`config.mk`:
```
export PLATFORM = sky130hd
export DESIGN_NAME = fat12te_ctrl
export DESIGN_NICKNAME = d
export VERILOG_FILES = /design/src/rtl/fat12te_pkg.sv /design/src/rtl/fat12te_ctrl.sv
export SDC_FILE = /design/constraint.sdc
export NUM_CORES = 1
export LEC_CHECK = 0
export BUFFER_PORTS_ARGS = -buffer_cell sky130_fd_sc_hd__buf_2
export CAP_MARGIN = 15
export CORE_MARGIN = 4
export CORE_UTILIZATION = 50
export DETAILED_ROUTE_END_ITERATION = 10
export PLACE_DENSITY = 0.83
export SYNTH_ARGS = -nofsm -noshare
export SYNTH_HDL_FRONTEND = slang
export SYNTH_SLANG_ARGS = --single-unit
export TNS_END_PERCENT = 100
```
`constraint.sdc`:
```
create_clock -name clk -period 4.7 [get_ports clk]
set_input_delay 0.47 -clock clk [delete_from_list [all_inputs] [get_ports clk]]
set_output_delay 0.47 -clock clk [all_outputs]
set_load 0.02 [all_outputs]
```
`src/rtl/fat12te_pkg.sv`:
```
// ============================================================================
// fat12te_pkg: shared types and constants of the FAT12 table engine
// Operation, status and register codes, reset values, and the structs that
// run between the controller and the top level.
// ============================================================================
package fat12te_pkg;

    localparam int KIND_W      = 3;
    localparam int ENTRY_W     = 12;
    localparam int DATA_W      = 12;
    localparam int STATUS_W    = 2;
    localparam int BYTE_ADDR_W = 11;
    localparam int COUNT_W     = 7;
    localparam int SEARCH_W    = 11;
    localparam int CFG_IDX_W   = 2;
    localparam int CFG_W       = 12;
    localparam int CMP_W       = 13;

    localparam logic [KIND_W-1:0] KIND_GET   = 3'd0;
    localparam logic [KIND_W-1:0] KIND_SET   = 3'd1;
    localparam logic [KIND_W-1:0] KIND_FIND  = 3'd2;
    localparam logic [KIND_W-1:0] KIND_RBYTE = 3'd3;
    localparam logic [KIND_W-1:0] KIND_CLEAR = 3'd4;

    localparam logic [STATUS_W-1:0] ST_OK    = 2'd0;
    localparam logic [STATUS_W-1:0] ST_SHORT = 2'd1;
    localparam logic [STATUS_W-1:0] ST_RANGE = 2'd2;

    localparam logic [CFG_IDX_W-1:0] CFG_SEARCH_END = 2'd0;
    localparam logic [CFG_IDX_W-1:0] CFG_ENTRY0     = 2'd1;
    localparam logic [CFG_IDX_W-1:0] CFG_ENTRY1     = 2'd2;

    localparam logic [SEARCH_W-1:0] RST_SEARCH_END = 11'd1013;
    localparam logic [ENTRY_W-1:0]  RST_ENTRY0     = 12'd4094;
    localparam logic [ENTRY_W-1:0]  RST_ENTRY1     = 12'd4095;

    typedef struct packed {
        logic [SEARCH_W-1:0] search_end;
        logic [ENTRY_W-1:0]  entry0_init;
        logic [ENTRY_W-1:0]  entry1_init;
    } cfg_t;

    typedef struct packed {
        logic                vld;
        logic [DATA_W-1:0]   data;
        logic [STATUS_W-1:0] status;
        logic                last;
    } emit_t;

    // Byte written by a clear: bytes 0..2 carry entries 0 and 1, rest zero.
    function automatic logic [7:0] clear_byte(input logic [1:0] sel,
                                              input logic [ENTRY_W-1:0] e0,
                                              input logic [ENTRY_W-1:0] e1);
        logic [7:0] b;
        unique case (sel)
            2'd0: b = e0[7:0];
            2'd1: b = {e1[3:0], e0[11:8]};
            2'd2: b = e1[11:4];
            2'd3: b = 8'h00;
        endcase
        return b;
    endfunction

endpackage

```
`src/rtl/fat12te_ctrl.sv`:
```
// ============================================================================
// fat12te_ctrl: operation sequencer of the FAT12 table engine
// Byte-level read-modify-write on the packed table, the streaming free
// search with its hit buffer, and the clear sweep.
// ============================================================================
module fat12te_ctrl #(
    parameter int NUM_ENTRIES = 1024,
    parameter int MAX_RUN = 64,
    localparam int TABLE_BYTES = (NUM_ENTRIES * 3 + 1) / 2,
    localparam int TBL_AW = $clog2(TABLE_BYTES),
    localparam int HIT_AW = (MAX_RUN > 1) ? $clog2(MAX_RUN) : 1
) (
    input  logic                                  clk,
    input  logic                                  rst_n,
    input  logic                                  in_valid,
    output logic                                  in_ready,
    input  logic [fat12te_pkg::KIND_W-1:0]        kind,
    input  logic [fat12te_pkg::ENTRY_W-1:0]       index,
    input  logic [fat12te_pkg::BYTE_ADDR_W-1:0]   byte_addr,
    input  logic [fat12te_pkg::ENTRY_W-1:0]       value,
    input  logic [fat12te_pkg::COUNT_W-1:0]       count,
    input  fat12te_pkg::cfg_t                     cfg,
    input  logic                                  out_free,
    output fat12te_pkg::emit_t                    emit,
    output logic                                  tbl_rd_en,
    output logic [TBL_AW-1:0]                     tbl_rd_addr,
    input  logic [7:0]                            tbl_rd_data,
    output logic                                  tbl_wr_en,
    output logic [TBL_AW-1:0]                     tbl_wr_addr,
    output logic [7:0]                            tbl_wr_data,
    output logic                                  hit_rd_en,
    output logic [HIT_AW-1:0]                     hit_rd_addr,
    input  logic [fat12te_pkg::ENTRY_W-1:0]       hit_rd_data,
    output logic                                  hit_wr_en,
    output logic [HIT_AW-1:0]                     hit_wr_addr,
    output logic [fat12te_pkg::ENTRY_W-1:0]       hit_wr_data
);

    import fat12te_pkg::*;

    localparam logic [3:0] S_IDLE  = 4'd0;
    localparam logic [3:0] S_CLR   = 4'd1;
    localparam logic [3:0] S_G0    = 4'd2;
    localparam logic [3:0] S_G1    = 4'd3;
    localparam logic [3:0] S_G2    = 4'd4;
    localparam logic [3:0] S_S0    = 4'd5;
    localparam logic [3:0] S_S1    = 4'd6;
    localparam logic [3:0] S_S2    = 4'd7;
    localparam logic [3:0] S_B0    = 4'd8;
    localparam logic [3:0] S_B1    = 4'd9;
    localparam logic [3:0] S_SCAN  = 4'd10;
    localparam logic [3:0] S_EMRD  = 4'd11;
    localparam logic [3:0] S_EMOUT = 4'd12;
    localparam logic [3:0] S_PUT   = 4'd13;

    // control state
    logic [3:0]          state_reg, state_next;
    logic                init_reg, init_next;
    logic                dvld_reg, dvld_next;
    logic [1:0]          phase_reg, phase_next;
    logic [TBL_AW-1:0]   ptr_reg, ptr_next;
    logic [ENTRY_W-1:0]  scan_pos_reg, scan_pos_next;
    logic [COUNT_W-1:0]  found_reg, found_next;
    logic [COUNT_W-1:0]  want_reg, want_next;
    logic [COUNT_W-1:0]  k_reg, k_next;
    // payload
    logic                odd_reg, odd_next;
    logic [TBL_AW-1:0]   base_reg, base_next;
    logic [ENTRY_W-1:0]  val_reg, val_next;
    logic [7:0]          lo_reg, lo_next;
    logic [DATA_W-1:0]   res_data_reg, res_data_next;
    logic [STATUS_W-1:0] res_status_reg, res_status_next;

    logic                idx_bad;
    logic                addr_bad;
    logic [CMP_W:0]      base_sum;
    logic [TBL_AW-1:0]   base_in;
    logic [COUNT_W-1:0]  want_in;
    logic [CMP_W-1:0]    search_lim;
    logic [CMP_W-1:0]    end_eff;
    logic                run;
    logic [ENTRY_W-1:0]  entry_val;
    logic                entry_chk;
    logic [1:0]          clr_sel;
    logic                emit_last;

    always_comb
    begin
        idx_bad    = {1'b0, index} >= CMP_W'(NUM_ENTRIES);
        addr_bad   = {2'b00, byte_addr} >= CMP_W'(TABLE_BYTES);
        // 3 * (index / 2)
        base_sum   = {2'b00, index[ENTRY_W-1:1], 1'b0} + {3'b000, index[ENTRY_W-1:1]};
        base_in    = TBL_AW'(base_sum);
        if (count == '0)
        begin
            want_in = COUNT_W'(1);
        end
        else if (count > COUNT_W'(MAX_RUN))
        begin
            want_in = COUNT_W'(MAX_RUN);
        end
        else
        begin
            want_in = count;
        end
        search_lim = {2'b00, cfg.search_end};
        end_eff    = (search_lim > CMP_W'(NUM_ENTRIES)) ? CMP_W'(NUM_ENTRIES) : search_lim;
        run        = ({1'b0, scan_pos_reg} < end_eff) && (found_reg < want_reg);
        clr_sel    = (ptr_reg < TBL_AW'(3)) ? ptr_reg[1:0] : 2'd3;
        emit_last  = (k_reg + COUNT_W'(1)) == found_reg;
    end

    always_comb
    begin
        state_next      = state_reg;
        init_next       = init_reg;
        dvld_next       = dvld_reg;
        phase_next      = phase_reg;
        ptr_next        = ptr_reg;
        scan_pos_next   = scan_pos_reg;
        found_next      = found_reg;
        want_next       = want_reg;
        k_next          = k_reg;
        odd_next        = odd_reg;
        base_next       = base_reg;
        val_next        = val_reg;
        lo_next         = lo_reg;
        res_data_next   = res_data_reg;
        res_status_next = res_status_reg;

        in_ready    = (state_reg == S_IDLE);
        emit        = '0;
        tbl_rd_en   = 1'b0;
        tbl_rd_addr = ptr_reg;
        tbl_wr_en   = 1'b0;
        tbl_wr_addr = ptr_reg;
        tbl_wr_data = 8'h00;
        hit_rd_en   = 1'b0;
        hit_rd_addr = k_reg[HIT_AW-1:0];
        hit_wr_en   = 1'b0;
        hit_wr_addr = found_reg[HIT_AW-1:0];
        hit_wr_data = scan_pos_reg;
        entry_val   = '0;
        entry_chk   = 1'b0;

        unique case (state_reg)
            S_IDLE:
            begin
                if (in_valid)
                begin
                    odd_next  = index[0];
                    base_next = base_in;
                    val_next  = value;
                    unique case (kind)
                        KIND_GET, KIND_SET:
                        begin
                            if (idx_bad)
                            begin
                                res_data_next   = '0;
                                res_status_next = ST_RANGE;
                                state_next      = S_PUT;
                            end
                            else
                            begin
                                state_next = (kind == KIND_GET) ? S_G0 : S_S0;
                            end
                        end
                        KIND_FIND:
                        begin
                            want_next     = want_in;
                            found_next    = '0;
                            scan_pos_next = ENTRY_W'(2);
                            ptr_next      = TBL_AW'(3);
                            phase_next    = 2'd0;
                            dvld_next     = 1'b0;
                            state_next    = S_SCAN;
                        end
                        KIND_RBYTE:
                        begin
                            base_next = TBL_AW'(byte_addr);
                            if (addr_bad)
                            begin
                                res_data_next   = '0;
                                res_status_next = ST_RANGE;
                                state_next      = S_PUT;
                            end
                            else
                            begin
                                state_next = S_B0;
                            end
                        end
                        KIND_CLEAR:
                        begin
                            ptr_next   = '0;
                            state_next = S_CLR;
                        end
                        default:
                        begin
                            state_next = S_IDLE;
                        end
                    endcase
                end
            end

            S_CLR:
            begin
                tbl_wr_en   = 1'b1;
                tbl_wr_data = init_reg ? clear_byte(clr_sel, RST_ENTRY0, RST_ENTRY1)
                                       : clear_byte(clr_sel, cfg.entry0_init,
                                                    cfg.entry1_init);
                ptr_next    = ptr_reg + TBL_AW'(1);
                if (ptr_reg == TBL_AW'(TABLE_BYTES - 1))
                begin
                    ptr_next  = '0;
                    init_next = 1'b0;
                    if (init_reg)
                    begin
                        state_next = S_IDLE;
                    end
                    else
                    begin
                        res_data_next   = '0;
                        res_status_next = ST_OK;
                        state_next      = S_PUT;
                    end
                end
            end

            S_G0:
            begin
                tbl_rd_en   = 1'b1;
                tbl_rd_addr = odd_reg ? base_reg + TBL_AW'(1) : base_reg;
                state_next  = S_G1;
            end

            S_G1:
            begin
                lo_next     = tbl_rd_data;
                tbl_rd_en   = 1'b1;
                tbl_rd_addr = odd_reg ? base_reg + TBL_AW'(2) : base_reg + TBL_AW'(1);
                state_next  = S_G2;
            end

            S_G2:
            begin
                if (out_free)
                begin
                    emit.vld    = 1'b1;
                    emit.data   = odd_reg ? {tbl_rd_data, lo_reg[7:4]}
                                          : {tbl_rd_data[3:0], lo_reg};
                    emit.status = ST_OK;
                    emit.last   = 1'b1;
                    state_next  = S_IDLE;
                end
            end

            S_S0:
            begin
                tbl_rd_en   = 1'b1;
                tbl_rd_addr = base_reg + TBL_AW'(1);
                state_next  = S_S1;
            end

            S_S1:
            begin
                // shared middle byte arrives; write the byte owned alone
                lo_next     = tbl_rd_data;
                tbl_wr_en   = 1'b1;
                tbl_wr_addr = odd_reg ? base_reg + TBL_AW'(2) : base_reg;
                tbl_wr_data = odd_reg ? val_reg[11:4] : val_reg[7:0];
                state_next  = S_S2;
            end

            S_S2:
            begin
                tbl_wr_en       = 1'b1;
                tbl_wr_addr     = base_reg + TBL_AW'(1);
                tbl_wr_data     = odd_reg ? {val_reg[3:0], lo_reg[3:0]}
                                          : {lo_reg[7:4], val_reg[11:8]};
                res_data_next   = val_reg;
                res_status_next = ST_OK;
                state_next      = S_PUT;
            end

            S_B0:
            begin
                tbl_rd_en   = 1'b1;
                tbl_rd_addr = base_reg;
                state_next  = S_B1;
            end

            S_B1:
            begin
                if (out_free)
                begin
                    emit.vld    = 1'b1;
                    emit.data   = {4'h0, tbl_rd_data};
                    emit.status = ST_OK;
                    emit.last   = 1'b1;
                    state_next  = S_IDLE;
                end
            end

            S_SCAN:
            begin
                if (run)
                begin
                    // bytes stream one per cycle; phase tracks position in a pair
                    tbl_rd_en   = 1'b1;
                    tbl_rd_addr = ptr_reg;
                    ptr_next    = ptr_reg + TBL_AW'(1);
                    dvld_next   = 1'b1;
                    if (dvld_reg)
                    begin
                        unique case (phase_reg)
                            2'd0:
                            begin
                                lo_next    = tbl_rd_data;
                                phase_next = 2'd1;
                            end
                            2'd1:
                            begin
                                lo_next    = tbl_rd_data;
                                entry_val  = {tbl_rd_data[3:0], lo_reg};
                                entry_chk  = 1'b1;
                                phase_next = 2'd2;
                            end
                            2'd2:
                            begin
                                entry_val  = {tbl_rd_data, lo_reg[7:4]};
                                entry_chk  = 1'b1;
                                phase_next = 2'd0;
                            end
                            default:
                            begin
                                phase_next = 2'd0;
                            end
                        endcase
                    end
                    if (entry_chk)
                    begin
                        scan_pos_next = scan_pos_reg + ENTRY_W'(1);
                        if (entry_val == '0)
                        begin
                            hit_wr_en  = 1'b1;
                            found_next = found_reg + COUNT_W'(1);
                        end
                    end
                end
                else if (found_reg == want_reg)
                begin
                    k_next     = '0;
                    state_next = S_EMRD;
                end
                else
                begin
                    res_data_next   = DATA_W'(found_reg);
                    res_status_next = ST_SHORT;
                    state_next      = S_PUT;
                end
            end

            S_EMRD:
            begin
                hit_rd_en  = 1'b1;
                state_next = S_EMOUT;
            end

            S_EMOUT:
            begin
                if (out_free)
                begin
                    emit.vld    = 1'b1;
                    emit.data   = hit_rd_data;
                    emit.status = ST_OK;
                    emit.last   = emit_last;
                    k_next      = k_reg + COUNT_W'(1);
                    state_next  = emit_last ? S_IDLE : S_EMRD;
                end
            end

            S_PUT:
            begin
                if (out_free)
                begin
                    emit.vld    = 1'b1;
                    emit.data   = res_data_reg;
                    emit.status = res_status_reg;
                    emit.last   = 1'b1;
                    state_next  = S_IDLE;
                end
            end

            default:
            begin
                state_next = S_IDLE;
            end
        endcase
    end

    always_ff @(posedge clk or negedge rst_n)
    begin
        if (!rst_n)
        begin
            // reset starts the clearing pass over the table
            state_reg    <= S_CLR;
            init_reg     <= 1'b1;
            dvld_reg     <= 1'b0;
            phase_reg    <= 2'd0;
            ptr_reg      <= '0;
            scan_pos_reg <= ENTRY_W'(2);
            found_reg    <= '0;
            want_reg     <= COUNT_W'(1);
            k_reg        <= '0;
        end
        else
        begin
            state_reg    <= state_next;
            init_reg     <= init_next;
            dvld_reg     <= dvld_next;
            phase_reg    <= phase_next;
            ptr_reg      <= ptr_next;
            scan_pos_reg <= scan_pos_next;
            found_reg    <= found_next;
            want_reg     <= want_next;
            k_reg        <= k_next;
        end
    end

    always_ff @(posedge clk)
    begin
        odd_reg        <= odd_next;
        base_reg       <= base_next;
        val_reg        <= val_next;
        lo_reg         <= lo_next;
        res_data_reg   <= res_data_next;
        res_status_reg <= res_status_next;
    end

endmodule

```
==> summary.txt <==
Yosys
  – Synth warn: 0
  – Yosys cell types: 75
  – Async set-reset flop share out of synthesis: 53.1%
  – Top_reg_cell synth: dfrtp_1
  – Synth Net Count: 1,065
  – Synth top area share: 17.7%
  – Commonest cells post-synth: nand2_1, o21ai_0, nor2_1
  – Avg Inst Size Synth: 8.50 µm²
  – Cells after Synth: 919
  – Seq/Total Area, Yosys: 34.4%
  – Largest cells by area after synthesis: edfxtp_1, dfrtp_1, ha_1
  – Cell taking the most area after synthesis: edfxtp_1
  – Yosys reg bits: 98
  – Post-synth EDFFs: 46
  – Most frequent cell after synthesis: nand2_1
  – Post-synthesis cell area: 7810 µm²

Layout
  – Fin cells: 1,264
  – Final design utilization: 59.3%
  – Area delta synth->final: 15.9%
  – Share of cells above drive strength 1: 22.5%
  – Area of the multi-input gates: 4660 µm²
  – FILL cells: 1,341
  – Final nets: 1,194
  – FF/Latch Area: 2690 µm²
  – # diodes: 0

Status
  – Status: finished, final reports clean

Route
  – DR iter-0 viols: 862
  – Met1 Routed Length: 9640 µm
  – Total length of routed wires: 23,100 µm
  – Drt wl/cell: 18.3 µm
  – DR vias/cell: 6.22
  – Post-route antenna net violation count: 0
  – DRC Markers: 0
  – Metal2 WL: 10,600 µm
  – Via count: 7,859
  – Drt pass-1 iters: 7
  – Top layer in use: met5
  – Met3 Wirelength: 2170 µm

Clocking
  – CTS Buf Count: 9
  – Number of H-tree levels: 3
  – Sink Count: 98
  – Hold-fix buffers, CTS: 0
  – Worst-path clk slew: 80 ps
  – Clk root buf: clkbuf_16
  – CTS tree: done
  – Clock buffer depth: 2
  – # Post-CTS Setup Buffers: 0
  – Clk_lat worst skew: 370 ps
  – Post-cts gate resize count: 0

Place
  – Placer congestion estimate: 0.914
  – Post-detail-place hpwl: 17,200 µm
  – Post-placement cell count: 1,248
  – Dpl ws: 1160 ps
  – Number of I/O port buffers: 178

Power
  – Worst vdd ir: 0.270 mV
  – Static leakage: 4.01 nW
  – Power per cell area: 455 nW/µm²

Worst setup path
  – Critical path required time: 4230 ps
  – Cell breakdown of the critical path: nor2b_1, nand2_1, nor2_1, a221oi_1, o22ai_1, buf_2
  – Critical path arrival: 3420 ps
  – CP max-delay cell: dfrtp_1
  – Worst r2r path cells: 7
  – Critical path's largest stage delay: 840 ps
  – CP delay by family, top: simple AND/OR/NAND/NOR gates
  – CP Capture Type: output pin
  – Setup crit start kind: flop
  – Worst path bufs/invs: 1
  – Critical Path Fanout Max: 23
  – Setup Crit Path Kind: reg2out
  – Critical path depth: 6

Global routing
  – Vias in the first global route: 7,313
  – Initial antenna violation count: 2
  – GRT Total Usage: 25.2%
  – Largest net degree at the start of global routing: 53
  – First-pass GRT wire length: 36,500 µm
  – Overflow after GRT: 0

Timing
  – Final hold slack: 235 ps
  – Clock Skews: 17.0 ps
  – Setup violations, final: 0
  – Fin. Hold Viols: 0
  – Max Slew Vio Count: 0
  – Setup TNS: 0 ps
  – Crit path time final: 3890 ps
  – Max-slew headroom: 28.2%
  – Final Cycle Share: 82.8%
  – Maximum clock frequency: 257 MHz
  – RSZ-0062 raised after global routing: no
  – Final worst setup slack: 806 ps
  – Tightest Pin Transition: 1070 ps

Die
  – DIE AREA: 17,700 µm²
  – Site Rows: 45
  – Die Wd: 133 µm
  – Starting Density: 51.2%
  – Die height: 133 µm
  – Top Ports: 179
  – Core ar.: 15,300 µm²

Min path
  – Worst hold path type: in2async

Flow run
  – Max-cap violations: 0
[worst paths after layout]
kind,slack [ps],end,from
min in group clk,280,val_reg[8],value[8]
max reg2reg,1390,res_data_reg[8],state_reg[2]
min reg2reg,480,want_reg[0],want_reg[0]
min,240,state_reg[3],rst_n
max in group asynchronous,4010,hit_wr_data[7],rst_n
max,810,tbl_wr_data[4],state_reg[2]
[layout make-up]
class,instances,area share (%)
clock buffers,10,2.76
flip-flops and latches,98,29.7
clock inverters,6,0.774
repair buffers,188,10.7
inverters,42,1.74
well taps,211,2.92
multi-input cells,709,51.4
[metrics by stage]
stage,power (mW),area [µm²]
5_1_grt,4.35,9050
4_1_cts,4.08,9050
2_1_floorplan,2.68,7810
3_5_place_dp,3.28,8730
3_3_place_gp,3.25,8730
6_report,4.12,9050
[routing by layer]
layer  GRT usage, %  up-vias
li1               -     3688
met1           33.4     3688
met3           5.67       63
met5              0        -
met4           9.30        4
met2           40.4      416
[logic make-up (layout without fill, tap and decap cells)]
logic type / count (synthesis) / count (layout) / share of synthesized area (%)
AO/OA/AOI/OAI: 291 / 291 / 25.3
XOR/XNOR: 33 / 33 / 3.70
adder cells (fa/ha/maj): 44 / 44 / 7.08
buffers and inverters: 112 / 246 / 6.12
flip-flops: 98 / 98 / 34.4
multiplexers: 25 / 25 / 3.62
AND/OR/NAND/NOR: 316 / 316 / 19.8
[placed cells by master, fill, tap and decap left out, types with 19 or more instances in the layout]
master    instances
edfxtp_1         46
nand4_1          19
a22oi_1          21
a21oi_1          42
buf_2           178
nor2_1           68
dfrtp_1          48
inv_1            39
xor2_1           20
nand2_1         101
nand3_1          33
ha_1             41
o21ai_0          76
[report_power, final]
group	total (mW)	internal, mW	switching, mW
logic	1.91	0.697	1.21
clock network	0.813	0.451	0.362
registers	1.39	1.12	0.272
Note: power is estimated with default switching activity, not from simulation.
